**config.mk**
```make
export PLATFORM = sky130hd
export DESIGN_NAME = set_assoc_lru_cache_lookup_top
export DESIGN_NICKNAME = d
export VERILOG_FILES = /design/src/rtl/sac_pkg.sv /design/src/rtl/sac_row_ram.sv /design/src/rtl/sac_set_mod.sv /design/src/rtl/sac_pick.sv /design/src/rtl/set_assoc_lru_cache_lookup_top.sv
export SDC_FILE = /design/constraint.sdc
export NUM_CORES = 2
export LEC_CHECK = 0
export ABC_AREA = 0
export BUFFER_PORTS_ARGS = -buffer_cell sky130_fd_sc_hd__clkbuf_2
export CAP_MARGIN = 10
export CORE_MARGIN = 3
export CORE_UTILIZATION = 45
export DETAILED_ROUTE_END_ITERATION = 6
export HOLD_SLACK_MARGIN = 0.06
export SKIP_LAST_GASP = 1
export SLEW_MARGIN = 30
export SYNTH_ARGS = -nofsm -noshare
export SYNTH_HDL_FRONTEND = slang
export SYNTH_SLANG_ARGS = --single-unit
```
**constraint.sdc**
```tcl
create_clock -name aclk -period 22.4 [get_ports aclk]
set_input_delay 2.24 -clock aclk [delete_from_list [all_inputs] [get_ports aclk]]
set_output_delay 2.24 -clock aclk [all_outputs]
set_load 0.01 [all_outputs]
```
**src/rtl/sac_pkg.sv**
```systemverilog
// ============================================================================
// sac_pkg - shared constants for the set-associative LRU cache lookup
// Field widths of the reference and result channels, and the digit size of
// the set index reduction.
// ============================================================================
package sac_pkg;

    localparam int REF_W     = 32;  // block reference, also the stored tag
    localparam int WAY_OUT_W = 2;   // way number on the result channel
    localparam int MISS_W    = 32;  // saturating miss total
    localparam int DIGIT_W   = 4;   // reference bits per digit in the set residue lookup

endpackage

```
**src/rtl/sac_row_ram.sv**
```systemverilog
// ============================================================================
// sac_row_ram - one set per row, single write port, registered read port
// Read data appears in the cycle after the read enable and holds until the
// next read.
// ============================================================================
module sac_row_ram #(
    parameter int WIDTH = 8,
    parameter int DEPTH = 16,
    parameter int AW    = 4
) (
    input  logic             aclk,
    input  logic             wr_en,
    input  logic [AW-1:0]    wr_addr,
    input  logic [WIDTH-1:0] wr_data,
    input  logic             rd_en,
    input  logic [AW-1:0]    rd_addr,
    output logic [WIDTH-1:0] rd_data
);

    logic [WIDTH-1:0] mem [DEPTH];
    logic [WIDTH-1:0] rd_data_reg;

    always_ff @(posedge aclk) begin
        if (wr_en) begin
            mem[wr_addr] <= wr_data;
        end
        if (rd_en) begin
            rd_data_reg <= mem[rd_addr];
        end
    end

    assign rd_data = rd_data_reg;

endmodule

```
**src/rtl/sac_set_mod.sv**
```systemverilog
// ============================================================================
// sac_set_mod - set index = reference modulo SETS
// Power-of-two set counts take a mask, done in the cycle after start. Other
// counts look up the residue of each reference digit in a constant table,
// sum the residues, then reduce the sum with parallel compares; residues,
// sum and reduced index are each registered before done rises.
// ============================================================================
module sac_set_mod #(
    parameter int SETS = 16,
    parameter int SW   = 4
) (
    input  logic                     aclk,
    input  logic                     aresetn,
    input  logic                     start,
    input  logic [sac_pkg::REF_W-1:0] ref_in,
    output logic                     done,
    output logic [SW-1:0]            set_idx
);
    import sac_pkg::*;

    localparam bit POW2 = ((SETS & (SETS - 1)) == 0);

    // residue of one digit value at its position: (val << DIGIT_W*pos) mod SETS
    function automatic logic [SW-1:0] digit_residue(input int pos, input int val);
        logic [63:0] wide;
        wide = 64'(val) << (DIGIT_W * pos);
        return SW'(wide % 64'(SETS));
    endfunction

    generate
        if (POW2) begin : g_mask
            logic          done_reg;
            logic [SW-1:0] set_reg;

            always_ff @(posedge aclk) begin
                if (!aresetn) begin
                    done_reg <= 1'b0;
                end else begin
                    done_reg <= start;
                end
            end

            always_ff @(posedge aclk) begin
                if (start) begin
                    set_reg <= ref_in[SW-1:0] & SW'(SETS - 1);
                end
            end

            assign done    = done_reg;
            assign set_idx = set_reg;
        end else begin : g_fold
            localparam int NDIG  = REF_W / DIGIT_W;
            localparam int DV    = 1 << DIGIT_W;
            localparam int SUM_W = SW + $clog2(NDIG);

            logic                    res_vld_reg;
            logic                    sum_vld_reg;
            logic                    done_reg;
            logic [NDIG-1:0][SW-1:0] res_reg;
            logic [NDIG-1:0][SW-1:0] res_next;
            logic [SUM_W-1:0]        sum_reg;
            logic [SUM_W-1:0]        sum_next;
            logic [SUM_W-1:0]        red;
            logic [SW-1:0]           set_reg;

            // per-digit residues from constant tables
            always_comb begin
                res_next = '0;
                for (int i = 0; i < NDIG; i++) begin
                    for (int d = 0; d < DV; d++) begin
                        if (ref_in[DIGIT_W*i +: DIGIT_W] == DIGIT_W'(d)) begin
                            res_next[i] = digit_residue(i, d);
                        end
                    end
                end
            end

            always_comb begin
                sum_next = '0;
                for (int i = 0; i < NDIG; i++) begin
                    sum_next = sum_next + SUM_W'(res_reg[i]);
                end
            end

            // sum < NDIG*SETS: subtract the largest multiple of SETS that fits
            always_comb begin
                red = sum_reg;
                for (int k = 1; k < NDIG; k++) begin
                    if (sum_reg >= SUM_W'(k * SETS)) begin
                        red = sum_reg - SUM_W'(k * SETS);
                    end
                end
            end

            always_ff @(posedge aclk) begin
                if (!aresetn) begin
                    res_vld_reg <= 1'b0;
                    sum_vld_reg <= 1'b0;
                    done_reg    <= 1'b0;
                end else begin
                    res_vld_reg <= start;
                    sum_vld_reg <= res_vld_reg;
                    done_reg    <= sum_vld_reg;
                end
            end

            always_ff @(posedge aclk) begin
                if (start) begin
                    res_reg <= res_next;
                end
                if (res_vld_reg) begin
                    sum_reg <= sum_next;
                end
                if (sum_vld_reg) begin
                    set_reg <= red[SW-1:0];
                end
            end

            assign done    = done_reg;
            assign set_idx = set_reg;
        end
    endgenerate

endmodule

```
**src/rtl/sac_pick.sv**
```systemverilog
// ============================================================================
// sac_pick - way selection within one set
// Finds the matching way, else the first empty way, else the least recently
// used way (largest rank, lowest way on a tie), and that way's old rank.
// ============================================================================
module sac_pick #(
    parameter int WAYS = 4,
    parameter int WW   = 2,
    parameter int RKW  = 2,
    parameter int ORW  = 3
) (
    input  logic [sac_pkg::REF_W-1:0]            ref_in,
    input  logic [WAYS-1:0]                      vld,
    input  logic [WAYS-1:0][RKW-1:0]             rank,
    input  logic [WAYS-1:0][sac_pkg::REF_W-1:0]  tag,
    output logic                                 found,
    output logic [WW-1:0]                        chosen,
    output logic [ORW-1:0]                       old_rank
);
    import sac_pkg::*;

    logic [WAYS-1:0] hit_vec;
    logic [WAYS-1:0] vic_vec;
    logic [WAYS-1:0] sel_vec;

    // each way checks itself against all others, no dependent chain
    always_comb begin
        for (int w = 0; w < WAYS; w++) begin
            hit_vec[w] = vld[w] && (tag[w] == ref_in);
            vic_vec[w] = vld[w];
            for (int j = 0; j < WAYS; j++) begin
                if (j != w && vld[j] &&
                    ((rank[j] > rank[w]) || ((rank[j] == rank[w]) && (j < w)))) begin
                    vic_vec[w] = 1'b0;
                end
            end
        end
    end

    always_comb begin
        found = |hit_vec;
        if (found) begin
            sel_vec = hit_vec;
        end else if (|(~vld)) begin
            sel_vec = ~vld;
        end else begin
            sel_vec = vic_vec;
        end
        // lowest set bit wins
        chosen = '0;
        for (int w = WAYS - 1; w >= 0; w--) begin
            if (sel_vec[w]) begin
                chosen = WW'(w);
            end
        end
        old_rank = vld[chosen] ? ORW'(rank[chosen]) : ORW'(WAYS);
    end

endmodule

```
**src/rtl/set_assoc_lru_cache_lookup_top.sv**
```systemverilog
// ============================================================================
// set_assoc_lru_cache_lookup_top - set-associative cache lookup, LRU replace
// Each reference is looked up in set (reference mod SETS); the result gives
// hit or miss, the way now holding the reference, and a saturating miss total.
//
//   channel  direction  handshake          payload
//   s_       in         s_valid/s_ready    s_reference[31:0]
//   m_       out        m_valid/m_ready    m_hit, m_way[1:0], m_miss_total[31:0]
//
// One reference at a time: accept, set reduction, row read, way pick, write
// back. When SETS is not a power of two, the set reduction also sums and
// reduces digit residues in the modulo unit.
// After reset a clearing pass writes every row once, with s_ready low.
// A new reference is taken while a result waits on m_; the write-back stage
// holds until the output register is free.
// ============================================================================
module set_assoc_lru_cache_lookup_top #(
    parameter int SETS = 16,
    parameter int WAYS = 4
) (
    input  logic                          aclk,
    input  logic                          aresetn,
    input  logic                          s_valid,
    output logic                          s_ready,
    input  logic [sac_pkg::REF_W-1:0]     s_reference,
    output logic                          m_valid,
    input  logic                          m_ready,
    output logic                          m_hit,
    output logic [sac_pkg::WAY_OUT_W-1:0] m_way,
    output logic [sac_pkg::MISS_W-1:0]    m_miss_total
);
    import sac_pkg::*;

    localparam int SW    = (SETS > 1) ? $clog2(SETS) : 1;
    localparam int WW    = (WAYS > 1) ? $clog2(WAYS) : 1;
    localparam int RKW   = (WAYS > 1) ? $clog2(WAYS) : 1;
    localparam int ORW   = $clog2(WAYS + 1);
    localparam int ROW_W = WAYS * (1 + RKW + REF_W);

    typedef enum logic [2:0] {
        ST_CLEAR,
        ST_IDLE,
        ST_MOD,
        ST_READ,
        ST_PICK,
        ST_WRITE
    } state_t;

    state_t           state_reg;
    logic [SW-1:0]    clr_cnt_reg;
    logic [REF_W-1:0] ref_reg;
    logic             found_reg;
    logic [WW-1:0]    chosen_reg;
    logic [ORW-1:0]   old_rank_reg;
    logic [MISS_W-1:0] miss_reg;
    logic [MISS_W-1:0] miss_next;
    logic             m_valid_reg;
    logic             m_hit_reg;
    logic [WAY_OUT_W-1:0] m_way_reg;

    // set reduction
    logic          mod_start;
    logic          mod_done;
    logic [SW-1:0] set_idx;

    // row memory ports
    logic             ram_we;
    logic [SW-1:0]    ram_waddr;
    logic [ROW_W-1:0] ram_wdata;
    logic             ram_re;
    logic [ROW_W-1:0] ram_rdata;

    // row fields as read and as written back
    logic [WAYS-1:0]             rd_vld;
    logic [WAYS-1:0][RKW-1:0]    rd_rank;
    logic [WAYS-1:0][REF_W-1:0]  rd_tag;
    logic [WAYS-1:0]             wr_vld;
    logic [WAYS-1:0][RKW-1:0]    wr_rank;
    logic [WAYS-1:0][REF_W-1:0]  wr_tag;

    // way pick
    logic           pk_found;
    logic [WW-1:0]  pk_chosen;
    logic [ORW-1:0] pk_old_rank;

    logic out_free;
    logic commit;
    logic clearing;

    assign s_ready   = (state_reg == ST_IDLE);
    assign mod_start = s_valid && s_ready;

    sac_set_mod #(
        .SETS (SETS),
        .SW   (SW)
    ) u_set_mod (
        .aclk    (aclk),
        .aresetn (aresetn),
        .start   (mod_start),
        .ref_in  (s_reference),
        .done    (mod_done),
        .set_idx (set_idx)
    );

    assign {rd_vld, rd_rank, rd_tag} = ram_rdata;

    sac_pick #(
        .WAYS (WAYS),
        .WW   (WW),
        .RKW  (RKW),
        .ORW  (ORW)
    ) u_pick (
        .ref_in   (ref_reg),
        .vld      (rd_vld),
        .rank     (rd_rank),
        .tag      (rd_tag),
        .found    (pk_found),
        .chosen   (pk_chosen),
        .old_rank (pk_old_rank)
    );

    // New row: chosen way becomes most recent, ways younger than its old
    // rank age by one, the rest keep their rank.
    always_comb begin
        for (int w = 0; w < WAYS; w++) begin
            wr_vld[w]  = rd_vld[w];
            wr_rank[w] = rd_rank[w];
            wr_tag[w]  = rd_tag[w];
            if (WW'(w) == chosen_reg) begin
                wr_vld[w]  = 1'b1;
                wr_rank[w] = '0;
                wr_tag[w]  = ref_reg;
            end else if (rd_vld[w] && (ORW'(rd_rank[w]) < old_rank_reg)) begin
                wr_rank[w] = rd_rank[w] + 1'b1;
            end
        end
    end

    // saturating miss counter
    assign miss_next = (!found_reg && (miss_reg != '1)) ? miss_reg + 1'b1 : miss_reg;

    // write back only when the output register can take the result
    assign out_free = !m_valid_reg || m_ready;
    assign commit   = (state_reg == ST_WRITE) && out_free;
    assign clearing = (state_reg == ST_CLEAR);

    assign ram_we    = clearing || commit;
    assign ram_waddr = clearing ? clr_cnt_reg : set_idx;
    assign ram_wdata = clearing ? '0 : {wr_vld, wr_rank, wr_tag};
    assign ram_re    = (state_reg == ST_READ);

    sac_row_ram #(
        .WIDTH (ROW_W),
        .DEPTH (SETS),
        .AW    (SW)
    ) u_row_ram (
        .aclk    (aclk),
        .wr_en   (ram_we),
        .wr_addr (ram_waddr),
        .wr_data (ram_wdata),
        .rd_en   (ram_re),
        .rd_addr (set_idx),
        .rd_data (ram_rdata)
    );

    always_ff @(posedge aclk) begin
        if (!aresetn) begin
            state_reg   <= ST_CLEAR;
            clr_cnt_reg <= '0;
            miss_reg    <= '0;
            m_valid_reg <= 1'b0;
        end else begin
            // drop the result once the transfer completes
            if (m_valid_reg && m_ready) begin
                m_valid_reg <= 1'b0;
            end
            case (state_reg)
                ST_CLEAR: begin
                    clr_cnt_reg <= clr_cnt_reg + 1'b1;
                    if (clr_cnt_reg == SW'(SETS - 1)) begin
                        state_reg <= ST_IDLE;
                    end
                end
                ST_IDLE: begin
                    if (mod_start) begin
                        ref_reg   <= s_reference;
                        state_reg <= ST_MOD;
                    end
                end
                ST_MOD: begin
                    if (mod_done) begin
                        state_reg <= ST_READ;
                    end
                end
                ST_READ: begin
                    state_reg <= ST_PICK;
                end
                ST_PICK: begin
                    found_reg    <= pk_found;
                    chosen_reg   <= pk_chosen;
                    old_rank_reg <= pk_old_rank;
                    state_reg    <= ST_WRITE;
                end
                ST_WRITE: begin
                    // hold until the previous result has gone out
                    if (out_free) begin
                        miss_reg    <= miss_next;
                        m_valid_reg <= 1'b1;
                        m_hit_reg   <= found_reg;
                        m_way_reg   <= WAY_OUT_W'(chosen_reg);
                        state_reg   <= ST_IDLE;
                    end
                end
                default: begin
                    state_reg <= ST_IDLE;
                end
            endcase
        end
    end

    assign m_valid      = m_valid_reg;
    assign m_hit        = m_hit_reg;
    assign m_way        = m_way_reg;
    assign m_miss_total = miss_reg;

endmodule

```
==> qor.txt <==
Setup Fix Bufs, Post-CTS = 0
Final Wtd Congestion = 0.783
Top FF cell, synth = edfxtp_1
Clock skew = 0.0339 ns
Port bufs = 72
Period utilisation layout = 0.264
Vias in the first global route = 46300
CTS max path bufs = 3
Compound-Gate Fraction of Synth Area = 0.0141
Most frequent CP cell = buf_4
Routed len/inst = 31.5 um
Total die area = 219000 sq um
FF-to-FF End = u_row_ram.mem[2][121]$_DFFE_PP_
Power consumption = 9.10 mW
GR Overflow Total = 0
Largest family of logic cells by synthesized area = multiplexers
Ports = 73
CTS Root Cell = clkbuf_16
First-pass GRT wire length = 344000 um
Drt initial violations = 5080
Initial Utilization = 0.456
Share of post-route cells with drive strength above 1 = 0.285
FP Rows = 168
Crit path cell chain = clkbuf_2 -> nand2b_1 -> and3_1 -> a32oi_1 -> nor2_4 -> buf_4 -> buf_4 -> buf_4
Area grow syn2layout = 12.7%
First-pass DRT Iterations = 5
Peak supply drop = 83.0 uV
Clk Latency, worst-skew pair = 0.87 ns
# hold bufs at CTS = 0
Mean Syn Cell Area = 21.8 sq um
Final setup vio count = 0
Synth Area in XOR/XNOR = 0.0156
P per Cell Area = 84.0 nW/um^2
Die Span X = 468 um
LEAKAGE = 34.8 nW
Hold slack final = 0.520 ns
Final cell count without fillers = 7599
Crit path DAT = 6.41 ns
Simple-gate share of the synthesized area = 0.0280
Nets@finish = 4643
Crit path launch = m_ready
Flip-flop and latch count after synthesis = 2466
Slowest cell on the critical path = buf_4
Max FFs per register = 2240
Adder-Cell Fraction of Synth Area = 0.00234
Async SR Flop Fraction = 0
Fin worst setup slack = 16.49 ns
Cell-internal power = 7.27 mW
Post-synth EDFFs = 2425
Max Cap Viol = 0
Setup WS pre-CTS = 15.50 ns
Largest net degree at the start of global routing = 118
Initial antenna violation count = 2
Slew HR = 0.291
Worst min-delay path category = reg -> reg
Sw Pwr = 1.83 mW
Routed wire length = 239000 um
CTS Buf Count = 237
Ys Warns = 0
Worst setup path endpoint = u_row_ram.mem[2][121]$_DFFE_PP_
Crit end category = flip-flop
Combinational cell fraction of total power = 0.017
Clock transition at path regs = 0.06 ns
Reg2reg setup slack = 16.88 ns
Placed instance count = 7148
Crit Path Max Fanout = 46
Switching part of the total power = 0.201
Setup_tns = 0 ns
FMAX = 0.169 GHz
CTS H-tree depth = 4
Synthesized area = 96100 sq um
Post-synthesis mux area share = 0.162
Clock power frac = 0.419
CTS tree = yes
CTS sink cnt = 2466
Flop pwr share = 0.564
Critical path class = in -> reg
Crit path time final = 5.91 ns
Hpwl dp = 124000 um
Worst-Margin Slew = 1.06 ns
Via count = 45700
Core area = 211000 sq um
Critical Path RT = 22.90 ns
Die height = 468 um
Cts repair resizes = 0
Via/cell ratio = 6.02
Fin. max-slew vios = 0
Largest stage delay, worst path = 0.88 ns
GRT Total Usage = 0.220
Antenna Violating Nets Remaining = 0
Cells after Synth = 4416
Critical Path Source Type = primary input
Reg-to-Reg Start = state_reg[0]$_SDFFE_PN0P_
FILL cells = 16300
RSZ-0062 raised after global routing = no
Synthesized net count = 4470
Final hold violation count = 0
Register area share after synthesis = 0.767
Post-synthesis cell type count = 58
Outcome = completed
Reg2Reg Depth = 7
Remaining DRCs = 0
-- Yosys cell counts, drive strengths merged, types with 2 or more instances --
cell type / count / share of area
nor2: 51 / 0.0020
xor2: 117 / 0.011
nor4: 43 / 0.0028
or4: 2 / 0.00023
a31oi: 7 / 0.00046
o21ai: 14 / 0.00077
o21a: 3 / 0.00023
and4: 4 / 0.00036
xnor2: 49 / 0.0049
or3: 4 / 0.00026
edfxtp: 2425 / 0.76
nand4b: 7 / 0.00064
buf: 90 / 0.0042
nor4b: 3 / 0.00027
mux4: 684 / 0.16
a21boi: 7 / 0.00055
and3: 6 / 0.00039
o31ai: 2 / 0.00016
a21oi: 162 / 0.0085
nand4: 21 / 0.0014
nor3: 25 / 0.0013
nor2b: 26 / 0.0017
mux2i: 18 / 0.0019
ha: 18 / 0.0023
clkbuf: 159 / 0.0062
o211ai: 4 / 0.00046
inv: 20 / 0.00078
a211oi: 20 / 0.0016
nor3b: 9 / 0.00070
dfxtp: 41 / 0.0085
and2: 31 / 0.0020
or2: 2 / 0.00013
and3b: 4 / 0.00036
a211o: 3 / 0.00027
nand3: 19 / 0.00099
nand2b: 11 / 0.00072
nand2: 293 / 0.012
-- area by class of cell --
type / instances / area (sq um) / area share
antenna: 2 / 5.00 / 0.0000462
clock buffer: 312 / 6290 / 0.0581
clock inverter: 130 / 1070 / 0.00991
inverter: 20 / 75.1 / 0.000694
multi-input combinational: 1681 / 22100 / 0.204
sequential: 2466 / 73600 / 0.680
tap: 2805 / 3510 / 0.0324
timing repair buffer: 183 / 1580 / 0.0146
-- per-stage QoR --
stage	utilization	cell area (sq um)
after floorplan	-	96100
after global placement	0.474	100000
after detailed placement	0.476	100000
after CTS	0.510	108000
after global routing	0.513	108000
final	0.513	108000
-- how the worst min path moves through the flow --
| stage | cells past startpoint | startpoint | slack, ns | to |
|---|---|---|---|---|
| 3_3_place_gp | 0 | found_reg$_DFFE_PP_ | 0.48 | m_hit$_DFFE_PP_ |
| 3_5_place_dp | 0 | found_reg$_DFFE_PP_ | 0.52 | m_hit$_DFFE_PP_ |
| 6_report | 2 | m_miss_total[8]$_SDFFE_PN0P_ | 0.52 | m_miss_total[8]$_SDFFE_PN0P_ |
| 5_1_grt | 0 | found_reg$_DFFE_PP_ | 0.56 | m_hit$_DFFE_PP_ |
| 4_1_cts | 2 | m_miss_total[8]$_SDFFE_PN0P_ | 0.53 | m_miss_total[8]$_SDFFE_PN0P_ |
| 2_1_floorplan | 0 | found_reg$_DFFE_PP_ | 0.44 | m_hit$_DFFE_PP_ |
-- metal layers --
metal  routed length, um  global-route usage  vias up
met5                   0                   0        -
met2              115000               0.348     1739
li1                    -                   -    18700
met1              101000               0.319    24900
met4                5920              0.0536        0
met3               17000              0.0408      349
-- power by group through the flow --
| stage | Sequential, mW | Clock, mW | Combinational, mW |
|---|---|---|---|
| detailed placement | 5.23 | 0 | 0.158 |
| global placement | 5.23 | 0 | 0.156 |
| CTS | 5.13 | 3.88 | 0.159 |
| finish | 5.13 | 3.81 | 0.155 |
| floorplan | 5.25 | 0 | 0.0853 |
| global route | 5.14 | 4.08 | 0.164 |
-- cell usage in the layout (no fill, tap or decap), types with 24 or more instances in the layout --
master	n
nor4_1	42
clkbuf_2	72
clkinv_2	42
nand2_1	291
a21oi_1	34
nor2b_1	24
edfxtp_1	2425
a21oi_2	128
xnor2_1	41
xor2_1	113
nor2_1	34
and2_1	29
buf_4	74
dfxtp_1	41
clkbuf_16	237
mux4_2	684
clkbuf_1	65
clkinv_1	56
-- critical path: cells and delay by family --
kind	cells	cell delay, ns
compound gates	1	0.36
buf+inv	4	2.44
simple gates	3	1.25
-- logic make-up after synthesis --
kind of cell             after synthesis
AND/OR/NAND/NOR                      563
adder cells (fa/ha/maj)               18
multiplexers                         702
buffers and inverters                269
XOR/XNOR                             166
AO/OA/AOI/OAI                        232
flip-flops                          2466
Power figures use the tool's default switching activity.
